`src/rtl/core/isoc_pkg.sv`:
```
// shared types, constants and saturation helpers for the imu calibrator
package isoc_pkg;

   localparam int NUM_LANES = 6;
   localparam int RAW_W     = 16;
   localparam int GAIN_W    = 18;
   localparam int GRAV_W    = 26;
   localparam int PROD_W    = RAW_W + GAIN_W + 1;
   localparam int SHIFT     = 8;
   localparam int OUT_W     = PROD_W - SHIFT;
   localparam int TOTAL_W   = 34;
   localparam int QUO_W     = TOTAL_W + 1;
   localparam int COUNT_W   = 10;
   localparam int DIV_STEPS = 2;
   localparam int DIV_CNT_W = $clog2(DIV_STEPS + 2);
   localparam int CSR_IDX_W = 2;
   localparam int CSR_DAT_W = GRAV_W;

   localparam logic [CSR_IDX_W-1:0] CSR_ACCEL_GAIN = 2'd0;
   localparam logic [CSR_IDX_W-1:0] CSR_GYRO_GAIN  = 2'd1;
   localparam logic [CSR_IDX_W-1:0] CSR_GRAVITY    = 2'd2;

   localparam logic [GAIN_W-1:0] ACCEL_GAIN_RST = 18'd160727;
   localparam logic [GAIN_W-1:0] GYRO_GAIN_RST  = 18'd35764;
   localparam logic [GRAV_W-1:0] GRAVITY_RST    = 26'd10286531;

   typedef struct packed {
      logic load;
      logic advance;
      logic accum;
      logic div_start;
      logic div_step;
      logic div_finish;
   } lane_ctrl_type;

   function automatic logic signed [OUT_W-1:0] sat_out(input logic signed [OUT_W:0] v);
      logic signed [OUT_W-1:0] r;
      if (v[OUT_W] != v[OUT_W-1]) begin
         r = {v[OUT_W], {(OUT_W-1){~v[OUT_W]}}};
      end else begin
         r = v[OUT_W-1:0];
      end
      return r;
   endfunction

   function automatic logic signed [TOTAL_W-1:0] sat_total(input logic signed [TOTAL_W:0] v);
      logic signed [TOTAL_W-1:0] r;
      if (v[TOTAL_W] != v[TOTAL_W-1]) begin
         r = {v[TOTAL_W], {(TOTAL_W-1){~v[TOTAL_W]}}};
      end else begin
         r = v[TOTAL_W-1:0];
      end
      return r;
   endfunction

   function automatic logic signed [OUT_W-1:0] sat_quo(input logic signed [QUO_W-1:0] v);
      logic signed [OUT_W-1:0] r;
      if (v[QUO_W-1:OUT_W-1] == {(QUO_W-OUT_W+1){v[QUO_W-1]}}) begin
         r = v[OUT_W-1:0];
      end else begin
         r = {v[QUO_W-1], {(OUT_W-1){~v[QUO_W-1]}}};
      end
      return r;
   endfunction

endpackage

```
`src/rtl/core/isoc_div.sv`:
```
// reciprocal-multiply divider of a signed total by a fixed sample count
module isoc_div #(
   parameter int unsigned DIVISOR = 100
) (
   input  logic                                 clock,
   input  logic                                 start,
   input  logic                                 step,
   input  logic signed [isoc_pkg::TOTAL_W-1:0]  dividend,
   output logic signed [isoc_pkg::QUO_W-1:0]    quot
);
   import isoc_pkg::*;

   localparam int unsigned DIV_D   = (DIVISOR < 1) ? 1 : DIVISOR;
   localparam int unsigned SH      = TOTAL_W + $clog2(DIV_D);
   localparam int unsigned HALF_W  = TOTAL_W / 2;
   localparam int unsigned RECIP_W = TOTAL_W + 1;
   localparam int unsigned ACC_W   = HALF_W + RECIP_W + 1;
   localparam logic [63:0] RECIP_WIDE = ((64'd1 << SH) + 64'(DIV_D) - 64'd1) / 64'(DIV_D);
   localparam logic [RECIP_W-1:0] RECIP = RECIP_W'(RECIP_WIDE);

   logic [TOTAL_W-1:0] mag_ff, mag_in;
   logic               neg_ff, neg_in;
   logic               first_ff, first_in;
   logic [ACC_W-1:0]   acc_ff, acc_in;
   logic [HALF_W-1:0]  part;
   logic [ACC_W-2:0]   prod;
   logic [TOTAL_W-1:0] quo_mag;

   // low half of the magnitude first, then high half plus carried upper bits
   always_comb begin
      part     = first_ff ? mag_ff[HALF_W-1:0] : mag_ff[TOTAL_W-1:HALF_W];
      prod     = part * RECIP;
      quo_mag  = TOTAL_W'(acc_ff >> (SH - HALF_W));
      mag_in   = mag_ff;
      neg_in   = neg_ff;
      first_in = first_ff;
      acc_in   = acc_ff;
      if (start) begin
         mag_in   = dividend[TOTAL_W-1] ? $unsigned(-dividend) : $unsigned(dividend);
         neg_in   = dividend[TOTAL_W-1];
         first_in = 1'b1;
      end else if (step) begin
         first_in = 1'b0;
         acc_in   = first_ff ? {1'b0, prod} : {1'b0, prod} + (acc_ff >> HALF_W);
      end
   end

   always_ff @(posedge clock) begin
      mag_ff   <= mag_in;
      neg_ff   <= neg_in;
      first_ff <= first_in;
      acc_ff   <= acc_in;
   end

   assign quot = neg_ff ? -$signed({1'b0, quo_mag}) : $signed({1'b0, quo_mag});

endmodule

```
`src/rtl/core/isoc_lane.sv`:
```
// one axis lane: gain multiply, bias removal, accumulation and bias update
module isoc_lane #(
   parameter int unsigned CAL_SAMPLES = 100
) (
   input  logic                                clock,
   input  logic                                reset,
   input  isoc_pkg::lane_ctrl_type             ctrl,
   input  logic signed [isoc_pkg::RAW_W-1:0]   raw,
   input  logic        [isoc_pkg::GAIN_W-1:0]  gain,
   input  logic        [isoc_pkg::GRAV_W-1:0]  offset,
   output logic signed [isoc_pkg::OUT_W-1:0]   corr
);
   import isoc_pkg::*;

   logic signed [PROD_W-1:0]  prod_ff, prod_in;
   logic signed [OUT_W-1:0]   bias_ff, bias_in;
   logic signed [TOTAL_W-1:0] total_ff, total_in;
   logic signed [OUT_W-1:0]   corr_ff, corr_in;
   logic signed [OUT_W-1:0]   scaled;
   logic signed [OUT_W:0]     diff;
   logic signed [TOTAL_W:0]   sum;
   logic signed [TOTAL_W-1:0] total_next;
   logic signed [QUO_W-1:0]   quot;
   logic signed [OUT_W-1:0]   quot_sat;
   logic signed [OUT_W:0]     bias_diff;

   isoc_div #(.DIVISOR(CAL_SAMPLES)) u_div (
      .clock    (clock),
      .start    (ctrl.div_start),
      .step     (ctrl.div_step),
      .dividend (total_next),
      .quot     (quot)
   );

   always_comb begin
      prod_in    = ctrl.load ? raw * $signed({1'b0, gain}) : prod_ff;
      scaled     = prod_ff[PROD_W-1:SHIFT];
      diff       = {scaled[OUT_W-1], scaled} - {bias_ff[OUT_W-1], bias_ff};
      corr_in    = ctrl.advance ? sat_out(diff) : corr_ff;
      sum        = {{(TOTAL_W+1-OUT_W){scaled[OUT_W-1]}}, scaled}
                   + {total_ff[TOTAL_W-1], total_ff};
      total_next = sat_total(sum);
      total_in   = total_ff;
      if (ctrl.div_start) begin
         total_in = '0;
      end else if (ctrl.accum) begin
         total_in = total_next;
      end
      quot_sat  = sat_quo(quot);
      bias_diff = {quot_sat[OUT_W-1], quot_sat} - $signed({2'b00, offset});
      bias_in   = ctrl.div_finish ? sat_out(bias_diff) : bias_ff;
   end

   always_ff @(posedge clock) begin
      prod_ff <= prod_in;
      corr_ff <= corr_in;
      if (reset) begin
         bias_ff  <= '0;
         total_ff <= '0;
      end else begin
         bias_ff  <= bias_in;
         total_ff <= total_in;
      end
   end

   assign corr = corr_ff;

endmodule

```
`config.mk`:
```
export PLATFORM = sky130hd
export DESIGN_NAME = isoc_lane
export DESIGN_NICKNAME = d
export VERILOG_FILES = /design/src/rtl/core/isoc_pkg.sv /design/src/rtl/core/isoc_div.sv /design/src/rtl/core/isoc_lane.sv
export SDC_FILE = /design/constraint.sdc
export NUM_CORES = 2
export LEC_CHECK = 0
export BUFFER_PORTS_ARGS = -buffer_cell sky130_fd_sc_hd__buf_4
export CORE_MARGIN = 10
export CORE_UTILIZATION = 50
export CTS_BUF_LIST = sky130_fd_sc_hd__clkbuf_2
export DETAILED_ROUTE_END_ITERATION = 8
export PLACE_DENSITY = 0.66
export RECOVER_POWER = 100
export SETUP_SLACK_MARGIN = 0.2
export SLEW_MARGIN = 10
export SYNTH_ARGS = -nofsm -noshare
export SYNTH_HDL_FRONTEND = slang
export SYNTH_SLANG_ARGS = --single-unit
```
`constraint.sdc`:
```
create_clock -name clock -period 23.8 [get_ports clock]
set_input_delay 1.19 -clock clock [delete_from_list [all_inputs] [get_ports clock]]
set_output_delay 1.19 -clock clock [all_outputs]
set_load 0.02 [all_outputs]
```
## Word-level counts from Yosys, hierarchy flattened

Cells that the tools add are included.

- Flip-flop bits (word level): 212
- Bits in latches: 0
- RAM bits: 0
- Memory bits (read-only): 0
- Output and inout port bits: 27
- Logic and storage cells: 37
- Memories kept: 0

- $add $sub $neg: 6
- $mul: 2
- Divide/modulo/power cells: 0
- Order comparisons: 0
- Equality and inequality tests: 4
- Shift operators: 0
- Mux-type cells: 8
- Bitwise operators: 5
- Reduce and logical (&&, ||, !) cells: 2

Operators with widths:

| operator | count |
|---|---|
| 27-bit two-way mux | 3 |
| 27-bit by 27-bit subtractor with 28-bit output | 2 |
| 52-bit by 36-bit adder with 53-bit output | 1 |
| 52-bit two-way mux | 1 |
| 17-bit by 33-bit multiplier with 50-bit output, second input constant | 1 |
| 27-bit by 34-bit adder with 35-bit output | 1 |
| 16-bit by 19-bit multiplier with 35-bit output | 1 |
| 35-bit two-way mux | 1 |
| 29-bit negator with 35-bit output | 1 |
| 34-bit two-way mux | 1 |
| 34-bit negator | 1 |
| 33-bit two-way mux | 1 |
| 17-bit two-way mux | 1 |
| 8-bit equality test | 1 |
| 1-bit inverter | 5 |
| 1-bit != test | 3 |
| 2-bit AND reduction | 1 |
| 2-bit OR reduction | 1 |

## Longest topological paths before layout

- Depth after elaboration: 7
- Gate-level depth with buffers: 38

## Modules after synthesis

A second synthesis with hierarchy kept.

- Cells, all modules: 3719
- Area total of the unflattened synthesis: 33220.6 um^2

By module, submodules not included:

| module | instances | cells each | area an instance (um^2) | seq. area each (um^2) |
|---|---|---|---|---|
| isoc_lane | 1 | 2166 | 18794.3 | 2842.7 |
| isoc_div | 1 | 1553 | 14426.3 | 2092.0 |

## Worst setup path before layout

Ideal clock, no wire load.

- Path type: register -> register
- Start: register u_div.first_ff
- End: register u_div.acc_ff[51] (data pin)
- Data arrival time: 8.554 ns
- Required time: 23.536 ns
- Slack: 14.982 ns
- Cell stages (with the launch flop): 34
- Path buffers: 2
- Path through: dfxtp_1 buf_1 clkbuf_1 mux2i_1 inv_1 fa_1 fa_1 fa_1 inv_1 ha_1 fa_1 inv_1 fa_1 inv_1 ha_1 a2111oi_0 nand3_1 and3b_1 nor2_1 o21ai_0 a21oi_1 o21ai_0 xnor2_1 ha_1 nand2_1 nor3_1 o211a_1 a21oi_1 o211ai_1 a21o_1 a21oi_1 or3_1 nor4_1 xnor2_1

- Longest elaborated chain between the ends: 4

RTL lines:

| item | line | source |
|---|---|---|
| from (decl) | isoc_div.sv:23 | `logic first_ff, first_in;` |
| from (signal assigned) | isoc_div.sv:51 | `first_ff <= first_in;` |
| 17-bit two-way mux | isoc_div.sv:31 | `part = first_ff ? mag_ff[HALF_W-1:0] : mag_ff[TOTAL_W-1:HALF_W];` |
| 17-bit by 33-bit multiplier with 50-bit output | isoc_div.sv:32 | `prod = part * RECIP;` |
| 52-bit by 36-bit adder with 53-bit output | isoc_div.sv:44 | `acc_in = first_ff ? {1'b0, prod} : {1'b0, prod} + (acc_ff >> HALF_W);` |
| 52-bit two-way mux (*) | isoc_div.sv:44 |  |
| to (signal assigned) | isoc_div.sv:52 | `acc_ff <= acc_in;` |
| to (decl) | isoc_div.sv:24 | `logic [ACC_W-1:0] acc_ff, acc_in;` |

Mark *: on every way between the ends. The rest lies on a longest branch, timed or not.
A chain may end at the register's enable or synchronous reset.

## Worst setup path in the final report

- Start: register u_div.acc_ff[29]
- End: register bias_ff[7]

- Longest elaborated chain between the ends: 7
- Elaborated cells between the ends (all ways): 9
- Classes of those cells: add/sub (2); eq/ne (2); mux (3); bitwise (2)

RTL lines:

| item | line | source |
|---|---|---|
| 29-bit negator with 35-bit output | isoc_div.sv:55 | `assign quot = neg_ff ? -$signed({1'b0, quo_mag}) : $signed({1'b0, quo_mag});` |
| 35-bit two-way mux (*) | isoc_div.sv:55 |  |
| 8-bit equality test / 1-bit inverter (equally long branches) | isoc_pkg.sv:58, isoc_pkg.sv:61 |  |
| 27-bit two-way mux (*) | isoc_pkg.sv:58 | `if (v[QUO_W-1:OUT_W-1] == {(QUO_W-OUT_W+1){v[QUO_W-1]}}) begin` |
| 27-bit by 27-bit subtractor with 28-bit output (*) | isoc_lane.sv:50 | `bias_diff = {quot_sat[OUT_W-1], quot_sat} - $signed({2'b00, offset});` |
| 1-bit != test / 1-bit inverter (equally long branches) | isoc_pkg.sv:38, isoc_pkg.sv:39 |  |
| 27-bit two-way mux (*) | isoc_pkg.sv:38 | `if (v[OUT_W] != v[OUT_W-1]) begin` |
| to (signal assigned) | isoc_lane.sv:61 | `bias_ff <= bias_in;` |
| to (decl) | isoc_lane.sv:16 | `logic signed [OUT_W-1:0] bias_ff, bias_in;` |

Marked as above.

==> flow_summary_export.csv <==
group,metric,value,unit
clock_network,cts_root_buffer,"clkbuf_2",
critical_path,slowest_delay,2.39,ns
critical_path,crit_top_cell,"or4_1",
critical_path,endpoint_kind,"flop",
timing,max_freq,84.84,MHz
grt,overflow,0,
grt,grt_max_degree,67,
critical_path,critical-path-top-delay-family,"compound AO/OA/AOI/OAI gates",
floorplanning,row_count,93,
final_layout,final_common_cell,"inv_1",
clock_network,cts_tree,"built",
synth,synth_top_area_frac,0.2431,
timing,rsz0062_at_grt,"false",
clock_network,cts_resized,0,
synth,syn-mean-instance-area,8.908,µm²
worst_hold_path,hp-class,"flop to flop",
critical_path,start_kind,"flop",
critical_path,critPathBufInv,3,
detailed_routing,post_drt_wl_per_cell,19.66,µm
synth,yosys.area.top_type,"fa_1",
detailed_routing,met3WireLength,4.156,mm
detailed_routing,route.detailed.drc,0,
timing,finalClockSkew,0.05015,ns
critical_path,startpoint,"u_div.acc_ff[29]$_DFFE_PP_",
grt,antenna_found_initial,1,
final_layout,final_nets,4568,
synth,syn_area,32690,µm²
synth,seq_area_frac_synth,0.1509,
grt,grt_first_pass_wirelength,141.7,mm
final_layout,layout_common_cells,"645 x inv_1, 434 x ha_1, 397 x fa_1, 289 x nand2_1, 195 x a21oi_1",
critical_path,crit_arrival,12.63,ns
clock_network,cts.hold.buffers_added,0,
clock_network,cts_sinks,185,
timing,slew_headroom,-1.017,
outcome,violations,"max-capacitance violations, max-slew violations",
timing,setup_viol,0,
synth,synth_edf_count,123,
synth,synthTopCellsByArea,"fa_1 24%, ha_1 17%, edfxtp_1 11%",
outcome,run_status,"complete, but fails checks",
timing,hold_viol_final,0,
synth,ys_ff_latch,185,
place,gp_congestion,0.9817,
critical_path,slowest_stage,"o31ai_1",
clock_network,cts_buffer_depth,2,
final_layout,drive_above_1_share,0.04210,
floorplanning,start_util,0.5062,
critical_path,r2r_start,"u_div.acc_ff[29]$_DFFE_PP_",
worst_hold_path,worstHoldStart,"total_ff[26]$_SDFFE_PP0P_",
detailed_routing,met2WireLength,43.41,mm
place,dp_hpwl,74.98,mm
synth,synth_nets,4569,
clock_network,cts_buffers,17,
critical_path,cp_max_fo,27,
detailed_routing,vias_per_cell,5.645,
place,io_buffers,94,
synth,yosys_warnings,0,
clock_network,cts.clk_slew.worst_paths,0.30,ns
floorplanning,ios,95,
critical_path,required,24.64,ns
clock_network,post_cts_buffers,0,
detailed_routing,vias,25620,
grt,grt_pass1_vias,25540,
floorplanning,core-area,64580,µm²
grt,track_usage,0.2362,
detailed_routing,routed_wl,89.21,mm
critical_path,crit_type,"flop to flop",
detailed_routing,top_layer_used,"met4",
timing,worst_slack,12.01,ns
timing,finalSetupTns,0,ns
place,post-place-ws,14.29,ns
clock_network,clk_latency,0.88,ns
timing,drv_slew,252,
timing,min_period,11.79,ns
detailed_routing,first_pass_iters,8,
synth,ys_types,77,
synth,synth_ff_type,"edfxtp_1",
detailed_routing,drtAntennaViolNets,0,
timing,finalCritPeriodShare,0.4952,
floorplanning,dieArea,76010,µm²
flow_run,maxCapViolations,7,
synth,ys_async_sr_fraction,0,
floorplanning,fp.dieW,275.7,µm
clock_network,htree_levels,4,
floorplanning,chipHeight,275.7,µm
final_layout,final_cell_area,34190,µm²
detailed_routing,drt-met1-wl,38.95,mm
synth,netlist_instances,3670,
timing,tightest_slew,3.000,ns
place,post_dp_cell_area,34090,µm²
final_layout,areaGrowthSynthToFinish,4.570,%
detailed_routing,drtIter0Drc,1660,
[final timing paths]
kind / end / slack [ns] / cells after the start
setup / recovery: bias_ff[7]$_SDFFE_PP0P_ / 12.01 / 26
setup reg to reg: bias_ff[7]$_SDFFE_PP0P_ / 12.01 / 26
hold / removal: total_ff[26]$_SDFFE_PP0P_ / 0.51 / 2
hold reg to reg: total_ff[26]$_SDFFE_PP0P_ / 0.51 / 2
[layer usage]
layer	up-vias	track usage
li1	12310	-
met1	12450	0.3070
met2	719	0.4093
met3	137	0.02501
met4	0	0.07065
met5	-	0
[cell type report]
type                       instances  area, µm²
tap                              855       1070
fill                            6067      30400
sequential                       185       4936
clock buffer                      17      85.08
clock inverter                    15      183.9
inverter                         646       2425
antenna                            1      2.502
multi-input combinational       2713      24840
timing repair buffer             106      645.6
[Yosys cell counts, types with 8 or more instances]
cell	count
fa_1	397
nand2b_1	35
o211ai_1	13
and3_1	18
or3_1	21
a311oi_1	10
mux2i_1	27
edfxtp_1	123
or4_1	8
o221a_2	26
or2_2	15
xor2_1	80
o21a_1	40
o31ai_1	27
a211oi_1	36
nor2b_1	35
o21bai_1	20
a21o_1	98
nor3_1	51
a31oi_1	48
nand3b_1	8
o21ai_0	137
nor2_1	190
clkbuf_1	116
ha_1	434
nand3_1	37
inv_1	645
o22ai_1	16
dfxtp_1	62
nand4_1	34
a21oi_1	196
nor4_1	17
and2_1	120
xnor2_1	117
nand2_1	289
[cell families (layout without fill, tap and decap cells)]
family | Yosys count | after routing | synth area share
simple gates | 908 | 908 | 0.1366
fa+ha+maj | 836 | 836 | 0.4107
buf+inv | 772 | 784 | 0.08929
compound gates | 738 | 738 | 0.1489
xor+xnor | 197 | 197 | 0.05278
flops | 185 | 185 | 0.1509
mux | 34 | 34 | 0.01068
other cells | 0 | 1 | 0
[registers in the layout (all words and copies together), names as in the netlist]
| signal | flops |
|---|---|
| bias_ff | 27 |
| prod_ff | 27 |
| u_div.mag_ff | 34 |
| u_div.acc_ff | 34 |
| u_div.neg_ff | 1 |
| total_ff | 34 |
| u_div.first_ff | 1 |
| corr | 27 |
[per-stage QoR]
| step | cells | hold slack, ns | utilization |
|---|---|---|---|
| 5_1_grt | 4538 | 0.3894 | 0.5293 |
| 3_5_place_dp | 4505 | 0.4778 | 0.5279 |
| 4_1_cts | 4537 | 0.4404 | 0.5320 |
| 6_report | 4538 | 0.5062 | 0.5293 |
| 3_3_place_gp | 4505 | 0.4680 | 0.5279 |
| 2_1_floorplan | 3670 | 0.4578 | - |
[worst reg2reg max path, delay by kind of cell, from the launching register on]
| family | cells | cell delay, ns |
|---|---|---|
| adders and majority gates | 2 | 0.55 |
| AOI/OAI and AO/OA | 13 | 5.13 |
| buffers and inverters | 3 | 1.27 |
| DFF | 1 | 0.55 |
| and+or+nand+nor | 8 | 4.26 |
Power is not shown: default switching activity piles up to over one toggle a cycle in this logic, so the estimate is an artifact.
